==> src/rtl/core/hmssw_pkg.sv <==
// shared types, codes and time arithmetic for the hms stopwatch
`timescale 1ns / 1ps

package hmssw_pkg;

   // operation codes
   localparam logic [1:0] OP_TICK   = 2'd0;
   localparam logic [1:0] OP_TOGGLE = 2'd1;
   localparam logic [1:0] OP_RESET  = 2'd2;

   // digit limits
   localparam logic [4:0] HOUR_MAX   = 5'd23;
   localparam logic [5:0] MINUTE_MAX = 6'd59;
   localparam logic [5:0] SECOND_MAX = 6'd59;
   localparam logic [9:0] MILLI_MAX  = 10'd999;

   // register byte addresses
   localparam logic [1:0] CSR_ADDR_ROUND = 2'd0;

   typedef struct packed {
      logic [4:0] hour;
      logic [5:0] minute;
      logic [5:0] second;
      logic [9:0] milli;
   } time_type;

   typedef struct packed {
      logic [1:0] op;
      time_type   now;
   } item_type;

   // a - b over hour:minute:second:milli, hours modulo 24
   function automatic time_type time_sub(time_type a, time_type b);
      time_type   r;
      logic [10:0] tm;
      logic [6:0]  ts;
      logic [6:0]  tn;
      logic [5:0]  th;
      logic        bm;
      logic        bs;
      logic        bn;
      bm = (a.milli < b.milli);
      tm = {1'b0, a.milli} - {1'b0, b.milli};
      if (bm) tm = tm + 11'd1000;
      bs = ({1'b0, a.second} < ({1'b0, b.second} + {6'd0, bm}));
      ts = {1'b0, a.second} - {1'b0, b.second} - {6'd0, bm};
      if (bs) ts = ts + 7'd60;
      bn = ({1'b0, a.minute} < ({1'b0, b.minute} + {6'd0, bs}));
      tn = {1'b0, a.minute} - {1'b0, b.minute} - {6'd0, bs};
      if (bn) tn = tn + 7'd60;
      th = {1'b0, a.hour} - {1'b0, b.hour} - {5'd0, bn};
      if ({1'b0, a.hour} < ({1'b0, b.hour} + {5'd0, bn})) th = th + 6'd24;
      r.milli  = tm[9:0];
      r.second = ts[5:0];
      r.minute = tn[5:0];
      r.hour   = th[4:0];
      return r;
   endfunction

   // a + b over hour:minute:second:milli, carry out of hours dropped
   function automatic time_type time_add(time_type a, time_type b);
      time_type   r;
      logic [10:0] sm;
      logic [6:0]  ss;
      logic [6:0]  sn;
      logic [5:0]  sh;
      logic        cm;
      logic        cs;
      logic        cn;
      sm = {1'b0, a.milli} + {1'b0, b.milli};
      cm = (sm >= 11'd1000);
      if (cm) sm = sm - 11'd1000;
      ss = {1'b0, a.second} + {1'b0, b.second} + {6'd0, cm};
      cs = (ss >= 7'd60);
      if (cs) ss = ss - 7'd60;
      sn = {1'b0, a.minute} + {1'b0, b.minute} + {6'd0, cs};
      cn = (sn >= 7'd60);
      if (cn) sn = sn - 7'd60;
      sh = {1'b0, a.hour} + {1'b0, b.hour} + {5'd0, cn};
      if (sh >= 6'd24) sh = sh - 6'd24;
      r.milli  = sm[9:0];
      r.second = ss[5:0];
      r.minute = sn[5:0];
      r.hour   = sh[4:0];
      return r;
   endfunction

endpackage

==> src/rtl/core/hmssw_csr.sv <==
// configuration register block with apb-style access
`timescale 1ns / 1ps

module hmssw_csr (
   input  logic        clock,
   input  logic        reset,
   input  logic        psel,
   input  logic        penable,
   input  logic        pwrite,
   input  logic [1:0]  paddr,
   input  logic [31:0] pwdata,
   output logic [31:0] prdata,
   output logic        pready,
   output logic        round_up_enable
);
   import hmssw_pkg::*;

   logic round_ff;
   logic round_in;

   assign pready = 1'b1;

   // the only register sits in word zero; the address is ignored on write
   always_comb begin
      round_in = round_ff;
      if (psel && penable && pwrite) round_in = pwdata[0];
   end

   always_ff @(posedge clock) begin
      if (reset) begin
         round_ff <= 1'b0;
      end else begin
         round_ff <= round_in;
      end
   end

   // read mux
   always_comb begin
      prdata = 32'd0;
      if (paddr == CSR_ADDR_ROUND) prdata = {31'd0, round_ff};
   end

   assign round_up_enable = round_ff;

endmodule

==> src/rtl/core/hmssw_in_stage.sv <==
// input register with range clamping of the time-of-day fields
`timescale 1ns / 1ps

module hmssw_in_stage (
   input  logic                 clock,
   input  logic                 reset,
   input  logic                 req_valid,
   output logic                 req_ready,
   input  logic [1:0]           req_op,
   input  logic [4:0]           req_now_hour,
   input  logic [5:0]           req_now_minute,
   input  logic [5:0]           req_now_second,
   input  logic [9:0]           req_now_milli,
   input  logic                 take,
   output logic                 item_valid,
   output hmssw_pkg::item_type  item
);
   import hmssw_pkg::*;

   logic     valid_ff;
   logic     valid_in;
   item_type item_ff;
   item_type item_in;

   assign req_ready = !valid_ff || take;

   // clamp each field to its digit maximum
   always_comb begin
      item_in            = item_ff;
      valid_in           = take ? 1'b0 : valid_ff;
      if (req_valid && req_ready) begin
         valid_in          = 1'b1;
         item_in.op        = req_op;
         item_in.now.hour   = (req_now_hour   > HOUR_MAX)   ? HOUR_MAX   : req_now_hour;
         item_in.now.minute = (req_now_minute > MINUTE_MAX) ? MINUTE_MAX : req_now_minute;
         item_in.now.second = (req_now_second > SECOND_MAX) ? SECOND_MAX : req_now_second;
         item_in.now.milli  = (req_now_milli  > MILLI_MAX)  ? MILLI_MAX  : req_now_milli;
      end
   end

   always_ff @(posedge clock) begin
      if (reset) begin
         valid_ff <= 1'b0;
      end else begin
         valid_ff <= valid_in;
      end
      item_ff <= item_in;
   end

   assign item_valid = valid_ff;
   assign item       = item_ff;

endmodule

==> src/rtl/core/hmssw_core.sv <==
// stopwatch state update; the state registers double as the result register
`timescale 1ns / 1ps

module hmssw_core (
   input  logic                 clock,
   input  logic                 reset,
   input  logic                 round_up_enable,
   input  logic                 item_valid,
   input  hmssw_pkg::item_type  item,
   output logic                 take,
   output logic                 rsp_valid,
   input  logic                 rsp_ready,
   output hmssw_pkg::time_type  run_time,
   output hmssw_pkg::time_type  seg_time,
   output logic                 is_running
);
   import hmssw_pkg::*;

   logic     run_ff;
   logic     run_in;
   time_type ref_ff;
   time_type ref_in;
   time_type base_ff;
   time_type base_in;
   time_type cur_ff;
   time_type cur_in;
   logic     rsp_valid_ff;
   logic     rsp_valid_in;

   time_type elapsed;
   time_type running;
   time_type seg_raw;
   time_type seg_round;
   logic [6:0] sec_up;
   logic [6:0] min_up;
   logic [5:0] hour_up;

   // an item moves on when the result slot is free or being emptied
   assign take = item_valid && (!rsp_valid_ff || rsp_ready);

   // elapsed and running value for a tick
   assign elapsed = time_sub(item.now, ref_ff);
   assign running = time_add(elapsed, base_ff);

   // segment time with optional round-up to whole minutes
   assign seg_raw = time_sub(cur_ff, base_ff);
   always_comb begin
      sec_up  = {1'b0, seg_raw.second} + {6'd0, (seg_raw.milli != 10'd0)};
      min_up  = {1'b0, seg_raw.minute} + {6'd0, (sec_up != 7'd0)};
      hour_up = {1'b0, seg_raw.hour};
      if (min_up >= 7'd60) begin
         min_up  = min_up - 7'd60;
         hour_up = hour_up + 6'd1;
         if (hour_up >= 6'd24) hour_up = hour_up - 6'd24;
      end
      seg_round.milli  = 10'd0;
      seg_round.second = 6'd0;
      seg_round.minute = min_up[5:0];
      seg_round.hour   = hour_up[4:0];
   end

   // next state per operation
   always_comb begin
      run_in  = run_ff;
      ref_in  = ref_ff;
      base_in = base_ff;
      cur_in  = cur_ff;
      if (take) begin
         case (item.op)
            OP_TICK: begin
               if (run_ff) cur_in = running;
            end
            OP_TOGGLE: begin
               run_in = !run_ff;
               if (!run_ff) begin
                  ref_in  = item.now;
                  base_in = cur_ff;
               end else begin
                  base_in = round_up_enable ? seg_round : seg_raw;
               end
            end
            OP_RESET: begin
               ref_in  = item.now;
               base_in = '0;
               cur_in  = '0;
            end
            default: begin
            end
         endcase
      end
   end

   // result handshake
   always_comb begin
      rsp_valid_in = rsp_valid_ff;
      if (take) rsp_valid_in = 1'b1;
      else if (rsp_ready) rsp_valid_in = 1'b0;
   end

   always_ff @(posedge clock) begin
      if (reset) begin
         run_ff       <= 1'b0;
         ref_ff       <= '0;
         base_ff      <= '0;
         cur_ff       <= '0;
         rsp_valid_ff <= 1'b0;
      end else begin
         run_ff       <= run_in;
         ref_ff       <= ref_in;
         base_ff      <= base_in;
         cur_ff       <= cur_in;
         rsp_valid_ff <= rsp_valid_in;
      end
   end

   assign rsp_valid  = rsp_valid_ff;
   assign run_time   = cur_ff;
   assign seg_time   = base_ff;
   assign is_running = run_ff;

endmodule

==> src/rtl/core/hms_ms_stopwatch_unit.sv <==
// top level of the hour:minute:second:millisecond stopwatch
//
// Each request transfer carries an operation (tick, start/stop toggle or
// reset) and the current time of day; each one yields exactly one response
// transfer with the running value, the base or last stopped segment and the
// run flag, all taken after the update. Time fields above their digit
// maximum are clamped before use.
// Each request is held in the input register before the state update,
// whose registers also hold the response. Throughput is one item per cycle
// while the receiver takes responses; the limit is the single state update
// per cycle through the borrow and carry chains of the core. When the
// receiver stalls, the response holds and one more item waits in the input
// register; request ready then drops until the response is taken. Reset
// clears the run flag, the start time, base and running values, the
// round-up register and both pipeline valids. The user must write the
// round-up register through the apb-style port only while the block idles;
// this is not checked. Writes ignore paddr; reads use byte address 0.
`timescale 1ns / 1ps

module hms_ms_stopwatch_unit (
   input  logic        clock,
   input  logic        reset,
   // request channel
   input  logic        req_valid,
   output logic        req_ready,
   input  logic [1:0]  req_op,
   input  logic [4:0]  req_now_hour,
   input  logic [5:0]  req_now_minute,
   input  logic [5:0]  req_now_second,
   input  logic [9:0]  req_now_milli,
   // response channel
   output logic        rsp_valid,
   input  logic        rsp_ready,
   output logic [4:0]  rsp_run_hour,
   output logic [5:0]  rsp_run_minute,
   output logic [5:0]  rsp_run_second,
   output logic [9:0]  rsp_run_milli,
   output logic [4:0]  rsp_seg_hour,
   output logic [5:0]  rsp_seg_minute,
   output logic [5:0]  rsp_seg_second,
   output logic [9:0]  rsp_seg_milli,
   output logic        rsp_is_running,
   // configuration port
   input  logic        psel,
   input  logic        penable,
   input  logic        pwrite,
   input  logic [1:0]  paddr,
   input  logic [31:0] pwdata,
   output logic [31:0] prdata,
   output logic        pready
);
   import hmssw_pkg::*;

   logic     round_up_enable;
   logic     item_valid;
   item_type item;
   logic     take;
   time_type run_time;
   time_type seg_time;

   // configuration registers
   hmssw_csr u_csr (
      .clock           (clock),
      .reset           (reset),
      .psel            (psel),
      .penable         (penable),
      .pwrite          (pwrite),
      .paddr           (paddr),
      .pwdata          (pwdata),
      .prdata          (prdata),
      .pready          (pready),
      .round_up_enable (round_up_enable)
   );

   // input register
   hmssw_in_stage u_in_stage (
      .clock          (clock),
      .reset          (reset),
      .req_valid      (req_valid),
      .req_ready      (req_ready),
      .req_op         (req_op),
      .req_now_hour   (req_now_hour),
      .req_now_minute (req_now_minute),
      .req_now_second (req_now_second),
      .req_now_milli  (req_now_milli),
      .take           (take),
      .item_valid     (item_valid),
      .item           (item)
   );

   // state update and result
   hmssw_core u_core (
      .clock           (clock),
      .reset           (reset),
      .round_up_enable (round_up_enable),
      .item_valid      (item_valid),
      .item            (item),
      .take            (take),
      .rsp_valid       (rsp_valid),
      .rsp_ready       (rsp_ready),
      .run_time        (run_time),
      .seg_time        (seg_time),
      .is_running      (rsp_is_running)
   );

   assign rsp_run_hour   = run_time.hour;
   assign rsp_run_minute = run_time.minute;
   assign rsp_run_second = run_time.second;
   assign rsp_run_milli  = run_time.milli;
   assign rsp_seg_hour   = seg_time.hour;
   assign rsp_seg_minute = seg_time.minute;
   assign rsp_seg_second = seg_time.second;
   assign rsp_seg_milli  = seg_time.milli;

endmodule
==> config.mk <==
export PLATFORM = sky130hd
export DESIGN_NAME = hms_ms_stopwatch_unit
export DESIGN_NICKNAME = d
export VERILOG_FILES = /design/src/rtl/core/hmssw_pkg.sv /design/src/rtl/core/hmssw_csr.sv /design/src/rtl/core/hmssw_in_stage.sv /design/src/rtl/core/hmssw_core.sv /design/src/rtl/core/hms_ms_stopwatch_unit.sv
export SDC_FILE = /design/constraint.sdc
export NUM_CORES = 1
export LEC_CHECK = 0
export ABC_AREA = 1
export BUFFER_PORTS_ARGS = -buffer_cell sky130_fd_sc_hd__buf_2
export CORE_UTILIZATION = 30
export CTS_BUF_LIST = sky130_fd_sc_hd__clkbuf_16
export DETAILED_ROUTE_END_ITERATION = 7
export PLACE_DENSITY = 0.49
export SETUP_SLACK_MARGIN = 0.02
export SYNTH_ARGS = -nofsm -noshare
export SYNTH_HDL_FRONTEND = slang
export SYNTH_SLANG_ARGS = --single-unit
==> constraint.sdc <==
create_clock -name clock -period 15.85 [get_ports clock]
set_input_delay 2.3775 -clock clock [delete_from_list [all_inputs] [get_ports clock]]
set_output_delay 2.3775 -clock clock [all_outputs]
set_load 0.05 [all_outputs]
# --- Yosys cells after proc, flatten, opt, wreduce, memory -nomap -nowiden ---
# Index checks and enable logic that the tools add are counted.
classes:
  n_eq_ne: 4
  reduce_logical: 21
  muxes: 27
  magnitude_cmp: 18
  addsub: 44
ops:
  columns: ["cell", "count"]
  rows:
  - ["one-hot mux 27 bit (2 select lines)", 3]
  - ["two-way mux 27 bit", 4]
  - ["adder 6 x 1 -> 7 bit", 6]
  - ["two-way mux 6 bit", 7]
  - ["two-way mux 10 bit", 3]
  - ["< comparator 6 x 7 -> 1 bit", 4]
  - ["two-way mux 5 bit", 5]
  - ["adder 6 bit, second input constant", 4]
  - ["subtractor 6 x 1 -> 6 bit", 4]
  - ["subtractor 6 bit", 4]
  - ["greater-or-equal comparator 7 x 6 -> 1 bit, second input constant", 3]
  - ["adder 10 bit, second input constant", 2]
  - ["< comparator 10 bit", 2]
  - ["subtractor 10 bit", 2]
  - ["subtractor 6 bit, second input constant", 3]
  - ["adder 6 x 6 -> 7 bit", 2]
  - ["adder 7 x 1 -> 7 bit", 2]
  - ["adder 5 x 1 -> 6 bit", 2]
  - ["greater-or-equal comparator 6 x 5 -> 1 bit, second input constant", 2]
  - ["greater-than comparator 6 bit, second input constant", 2]
  - ["< comparator 5 x 6 -> 1 bit", 2]
  - ["adder 10 x 10 -> 11 bit", 1]
  - ["greater-or-equal comparator 11 x 10 -> 1 bit, second input constant", 1]
  - ["adder 5 bit, second input constant", 2]
  - ["other kinds (23)", 42]
word_totals:
  out_inout_bits: 90
  inputBits: 70
  elab_cells: 135
  regBits: 114

# --- Logic depth before layout (Yosys ltp) ---
depth:
  depth_word: 15
  depth_mapped: 67
  depth_no_buf: 66

# --- Hierarchy ---
# A second synthesis with hierarchy kept.
unflattened:
  cells_unflattened: 1525
  hier_area_um2: 11151.9
modules_own_cells:
  columns: ["module", "cells_each", "n_inst", "area_per_inst_um2"]
  rows:
  - ["hmssw_core", 1397, 1, 9739.3]
  - ["hmssw_in_stage", 85, 1, 1112.3]
  - ["hmssw_csr", 43, 1, 300.3]

# --- Worst setup path before layout ---
# No wires, ideal clock.
synth_path:
  kind: "register to register"
  from: "reg u_in_stage.item_ff, in the netlist u_in_stage.item[0]"
  to: "reg u_core.cur_ff, in the netlist u_core.run_time[25]"
  setup_time_ns: 0.070
  required_time_ns: 15.780
  arrival_ns: 8.341
  setup_slack_ns: 7.438
  stages_incl_launch_ff: 61
  cell_sequence: "edfxtp_1 > inv_1 > ha_1 > inv_1 > fa_1 > nand4_1 > o211ai_1 > nand2_1 > nand2_1 > a21oi_1 > o21ai_0 > a21o_1 > xnor2_1 > ha_1 > inv_1 > o21ai_1 > a31o_2 > xor2_1 > (+25 left out) > a21oi_1 > nor2_1 > nor2_1 > xor2_1 > inv_1 > nand3_1 > nor2_1 > inv_1 > nand2_1 > a31oi_4 > fa_1 > fa_1 > o21ai_0 > xor2_1 > nor2_1 > nor2_1 > nand3_1 > a21oi_1"
synth_between:
  elab_chain_cells: 14
  word_cells_on_any_way: 34
  cone_classes: "19 x add/sub; 8 x order compare; 7 x mux"
synth_lines:
  columns: ["item", "line_no", "text"]
  rows:
  - ["start: declaration", "hmssw_in_stage.sv:22", "item_type item_ff;"]
  - ["start signal: assignment", "hmssw_in_stage.sv:47", "item_ff <= item_in;"]
  - ["subtractor 10 bit or < comparator 10 bit (tied branches)", "hmssw_pkg.sv:43, hmssw_pkg.sv:42", null]
  - ["adder 10 bit (tied with other cells)", "hmssw_pkg.sv:44", "if (bm) tm = tm + 11'd1000;"]
  - ["two-way mux 10 bit (tied with other cells)", "hmssw_pkg.sv:44", null]
  - ["adder 10 x 10 -> 11 bit (tied with other cells)", "hmssw_pkg.sv:70", "sm = {1'b0, a.milli} + {1'b0, b.milli};"]
  - ["greater-or-equal comparator 11 x 10 -> 1 bit (tied with other cells)", "hmssw_pkg.sv:71", "cm = (sm >= 11'd1000);"]
  - ["adder 7 x 1 -> 7 bit (tied with other cells)", "hmssw_pkg.sv:73", "ss = {1'b0, a.second} + {1'b0, b.second} + {6'd0, cm};"]
  - ["greater-or-equal comparator 7 x 6 -> 1 bit (tied with other cells)", "hmssw_pkg.sv:74", "cs = (ss >= 7'd60);"]
  - ["adder 7 x 1 -> 7 bit or two-way mux 5 bit (tied branches)", "hmssw_pkg.sv:76, hmssw_pkg.sv:52", null]
  - ["greater-or-equal comparator 7 x 6 -> 1 bit or adder 5 x 5 -> 6 bit (tied branches)", "hmssw_pkg.sv:77, hmssw_pkg.sv:79", null]
  - ["adder 6 x 1 -> 6 bit *", "hmssw_pkg.sv:79", "sh = {1'b0, a.hour} + {1'b0, b.hour} + {5'd0, cn};"]
  - ["subtractor 5 bit or greater-or-equal comparator 6 x 5 -> 1 bit (tied branches)", "hmssw_pkg.sv:80", "if (sh >= 6'd24) sh = sh - 6'd24;"]
  - ["two-way mux 5 bit *", "hmssw_pkg.sv:80", null]
  - ["two-way mux 27 bit *", "hmssw_core.sv:71", "if (run_ff) cur_in = running;"]
  - ["one-hot mux 27 bit (2 select lines) *", "hmssw_core.sv:69", "case (item.op)"]
  - ["end signal: assignment", "hmssw_core.sv:111", "cur_ff <= cur_in;"]
  - ["end: declaration", "hmssw_core.sv:25", "time_type cur_ff;"]
# Mark *: on every way between the ends. The rest lies on a longest branch, timed or not. The select of a mux whose other input is x is not followed.
# A chain may end at the register's enable or synchronous reset.

# --- Final worst setup path ---
# Same ends and word-level chain as after synthesis.

==> results.md <==
Route:
- The per-cell routed wire length is about 13 um.
- The count of nets left with antenna violations once routing finished came out at 0.
- The final layout contains routed wiring with a total length of roughly 27 mm.
- In the routed layout, each cell is associated on average with a via count of about 4.5.
- The routed layout has around 9400 vias.
- The first routing iteration left 400 violations.
- In the routed design, unresolved DRC markers number 0.
- The total iterations of the first detailed-routing run is 4.

Yosys:
- Each instance of the synthesized netlist takes up on average 7.39 um^2.
- The fraction of synthesized area in multiplexers is 0.180%.
- The library cell with the largest summed area after synthesis is ha_1.
- Synthesis produced a netlist whose cell count is 1506.
- The sequential area share after synthesis is 23.1%.
- For this run, the leading register cell type out of synthesis is dfxtp_1.
- In the post-synthesis netlist, the biggest area contributors are ha_1 18%, dfxtp_1 15%, nand2_1 9.3%.
- Sorting the synthesized cells by how often they occur yields 276 x nand2_1, 246 x inv_1, 159 x ha_1, 111 x a21oi_1, 102 x nor2_1.
- The count of flip-flops with a built-in enable after synthesis is 29.
- The synthesized design devotes to its leading area cell type around 18% of total area.
- The area of the mapped netlist is approximately 11000 um^2.
- Summing the areas of all xor and xnor instances in the mapped netlist gives 8.57% of the synthesized area.
- The share of synthesized cell area in and, or, nand and nor gates is a little over a fifth.
- The main combinational cell family by area after synthesis is simple AND/OR/NAND/NOR gates.
- The fraction of synthesis flops using an asynchronous set or reset pin is 0%.
- The count of different cell masters after synthesis is 57.
- The number of synthesized register bits is around 110.
- The Yosys step of the flow raised 0 warnings.
- The post-synthesis compound-gate area fraction is ~13%.
- By instance count, the leading cell after synthesis is nand2_1.
- The fraction of the mapped netlist area in adder cells is 21.7%.

STA:
- The final period utilization is ~60%.
- The max-slew violation total from the final report came to 0.
- The actual slew at the worst max-slew pin is 1.11 ns.
- Setup repair after global routing left no endpoint under its margin.
- The count of endpoints failing hold in the final timing report is 0.
- Based on the critical path, the design can be clocked at up to about 110 MHz.
- Setup violations remaining at the end of the flow were counted as 0.
- The headroom to the max-slew limit is between 20% and 30%.
- After layout, the minimum clock period comes to 9.43 ns.
- The final sum of negative setup slack is 0 ns.
- On the final layout, the worst clock skew is ~0.0086 ns.
- The worst path meets setup with 6.42 ns of slack.

Floorplan:
- The floorplan has 70 rows.
- The core outline area is around 37000 um^2.
- The I/O pin count is between 150 and 200.
- The die covers approximately 38000 um^2.
- The x dimension of the die is a little under 200 um.
- The initial standard-cell utilization of the core is slightly above 30%.
- The vertical die dimension is between 150 and 200 um.

Layout:
- At the end of the flow, the number of nets in the layout was 1834.
- In the final layout, the share of cells above drive strength 1 is between 10% and 20%.
- The final standard cell utilization of the core is around a third.
- The repair_antennas step left the layout with diodes totalling 0.
- The finished cells cover about 12000 um^2.
- From synthesis to final layout, the design area changed by 12.2%.

Place:
- The routability congestion estimate from global placement is around 0.82.
- The total cell area at the placement stage is between 10000 and 15000 um^2.
- The number of buffer cells added on primary ports is 96.
- The half-perimeter wire length after placement is between 20 and 25 mm.
- OpenSTA, run right after detailed placement, puts the worst setup slack at 6.38 ns.

Clock tree:
- The total clock buffers created by CTS is 17.
- The worst-skew pair later-pin latency is approximately 0.42 ns.
- The number of hold buffers added after CTS was 0.
- Clock tree synthesis selected as its root buffer the cell clkbuf_16.
- The clock net in this run drives a total of around 110 sinks.
- No sink is reached through more buffers than the 2 on the longest clock path.
- The number of levels in the clock H-tree is 4.
- The buffer count from post-CTS setup fixing is 0.
- The post-CTS resize count is 0.
- After clock tree synthesis, the clock-pin slew on the worst setup and hold paths is ~0.06 ns.
- The TritonCTS clock tree is yes.

Power and ir drop:
- Summed over all cells, the static leakage comes to between 5 and 6 nW.
- The switching power share of the total is 41.6%.
- Combinational logic burns roughly 46% of the power.
- The net switching power of the design is ~0.52 mW.
- In this run, flip-flops and latches consume 26.1% of the power.
- The internal portion of the total power is around 0.72 mW.
- The clock network is responsible for 28.3% of the overall power.
- The ratio of total power to cell area is 99.4 nW/um^2.
- VDD sags by at most about 60 uV.

Worst setup path:
- For the worst setup path, the data arrival time is just under 10 ns.
- For this design, the slowest cell found on the critical path is fa_1.
- The biggest cell delay along the critical path is 0.49 ns.
- The critical path endpoint category is a register.
- The critical path data required time is around 16 ns.
- The element type at the critical path start is a register.
- In this run the worst path has a maximum fanout of 13.
- In this design, the critical path's most frequently occurring cell is inv_1.
- The path type of the worst setup path is reg2reg.

Global route:
- The global-route wire length before repair is about 45 mm.
- The initial antenna violation count is 0.
- The number of global-route vias before repair came to around 9000.
- Entering global routing, the biggest net connects 86 pins.
- Global routing used 14.8% of the available tracks.
- Global routing finished with a remaining overflow of 0.

Outcome:
- The run finished with clean final reports.

Min path:
- In this run the worst hold path is classified as reg2reg.

Job:
- The tool flagged a number of max-cap violations equal to 0.
-- kinds of logic (layout without fill, tap and decap cells) --
kind of cell	after synthesis	after routing
buffers and inverters	322	383
other	2	32
muxes	2	2
xor gates and xnor gates	108	108
DFF	114	114
and+or+nand+nor	543	543
AOI/OAI and AO/OA	235	235
adders and majority gates	180	180
-- final cells by class --
cell class,instances,area (um^2)
Fill cell,3918,24000
Multi-Input combinational cell,1100,7330
Sequential cell,114,2570
Inverter,249,935
Tap cell,468,586
Timing Repair Buffer,102,526
Clock buffer,17,425
Clock inverter,15,106
-- worst paths after layout --
| check | slack [ns] | endpoint | from | depth (start not counted) |
|---|---|---|---|---|
| max | 6.42 | u_core.run_time[25]$_SDFFE_PP0P_ | u_in_stage.item[0]$_SDFFCE_PN1P_ | 59 |
| min reg2reg | 0.47 | u_core.ref_ff[9]$_SDFFE_PP0P_ | u_core.ref_ff[9]$_SDFFE_PP0P_ | 2 |
| min | 0.47 | u_core.ref_ff[9]$_SDFFE_PP0P_ | u_core.ref_ff[9]$_SDFFE_PP0P_ | 2 |
| max reg2reg | 6.42 | u_core.run_time[25]$_SDFFE_PP0P_ | u_in_stage.item[0]$_SDFFCE_PN1P_ | 59 |
-- metrics by stage --
step | power (mW) | instances | hold WS [ns]
after floorplan | 0.793 | 1536 | 0.443
after detailed placement | 0.899 | 2033 | 0.461
after global routing | 1.36 | 2065 | 0.489
after CTS | 1.26 | 2065 | 0.471
after global placement | 0.890 | 2033 | 0.454
final | 1.24 | 2065 | 0.469
-- flip-flops by register name, indices dropped and copies added (netlist names) --
register	cells
u_in_stage.item	29
u_core.ref_ff	27
u_core.run_time	27
u_core.seg_time	27
u_core.is_running	1
u_core.rsp_valid	1
u_csr.round_up_enable	1
u_in_stage.item_valid	1
-- metal layers --
metal	vias up	share of wire [%]	track usage [%]	routed length (um)
li1	5004	-	-	-
met1	4217	51	20.0	13900
met5	-	0	0	0
met3	10	3.0	2.10	819
met4	0	0.68	4.23	184
met2	133	45	24.4	12100
-- worst max-delay path: cells and delay by family, from the launching register on --
family / cells / cell delay, ns
compound gates: 13 / 1.98
xor+xnor: 4 / 0.77
fa+ha+maj: 10 / 3.36
buf+inv: 12 / 0.92
flops: 1 / 0.35
simple gates: 20 / 1.97
-- placed cells by master, fill, tap and decap left out, types with 3 or more instances in the layout --
cell type	count
and2_1	3
o211ai_1	8
clkinvlp_4	3
nand2_1	276
nor3b_1	3
xnor2_1	37
buf_2	96
dfxtp_1	85
a211oi_1	34
nor2_2	3
clkbuf_16	17
nor3_1	7
a22o_1	3
o2111ai_1	4
clkinv_2	6
a21oi_1	111
fa_1	21
nand3_2	3
inv_1	249
o22ai_1	7
nand2_2	12
or2_2	9
nor2_1	102
buf_4	6
edfxtp_1	29
ha_1	159
o21ai_0	40
a21o_1	4
nand3_1	85
a21oi_2	6
conb_1	32
nand3b_1	9
nand4_1	23
xor2_1	70
-- power by group through the flow --
stage	clock [mW]	sequential [mW]	combinational [mW]
6_report	0.351	0.324	0.565
5_1_grt	0.376	0.326	0.656
4_1_cts	0.363	0.324	0.571
2_1_floorplan	0	0.335	0.458
3_5_place_dp	0	0.330	0.568
3_3_place_gp	0	0.330	0.560
No activity file was read; power rests on OpenSTA's default activity.
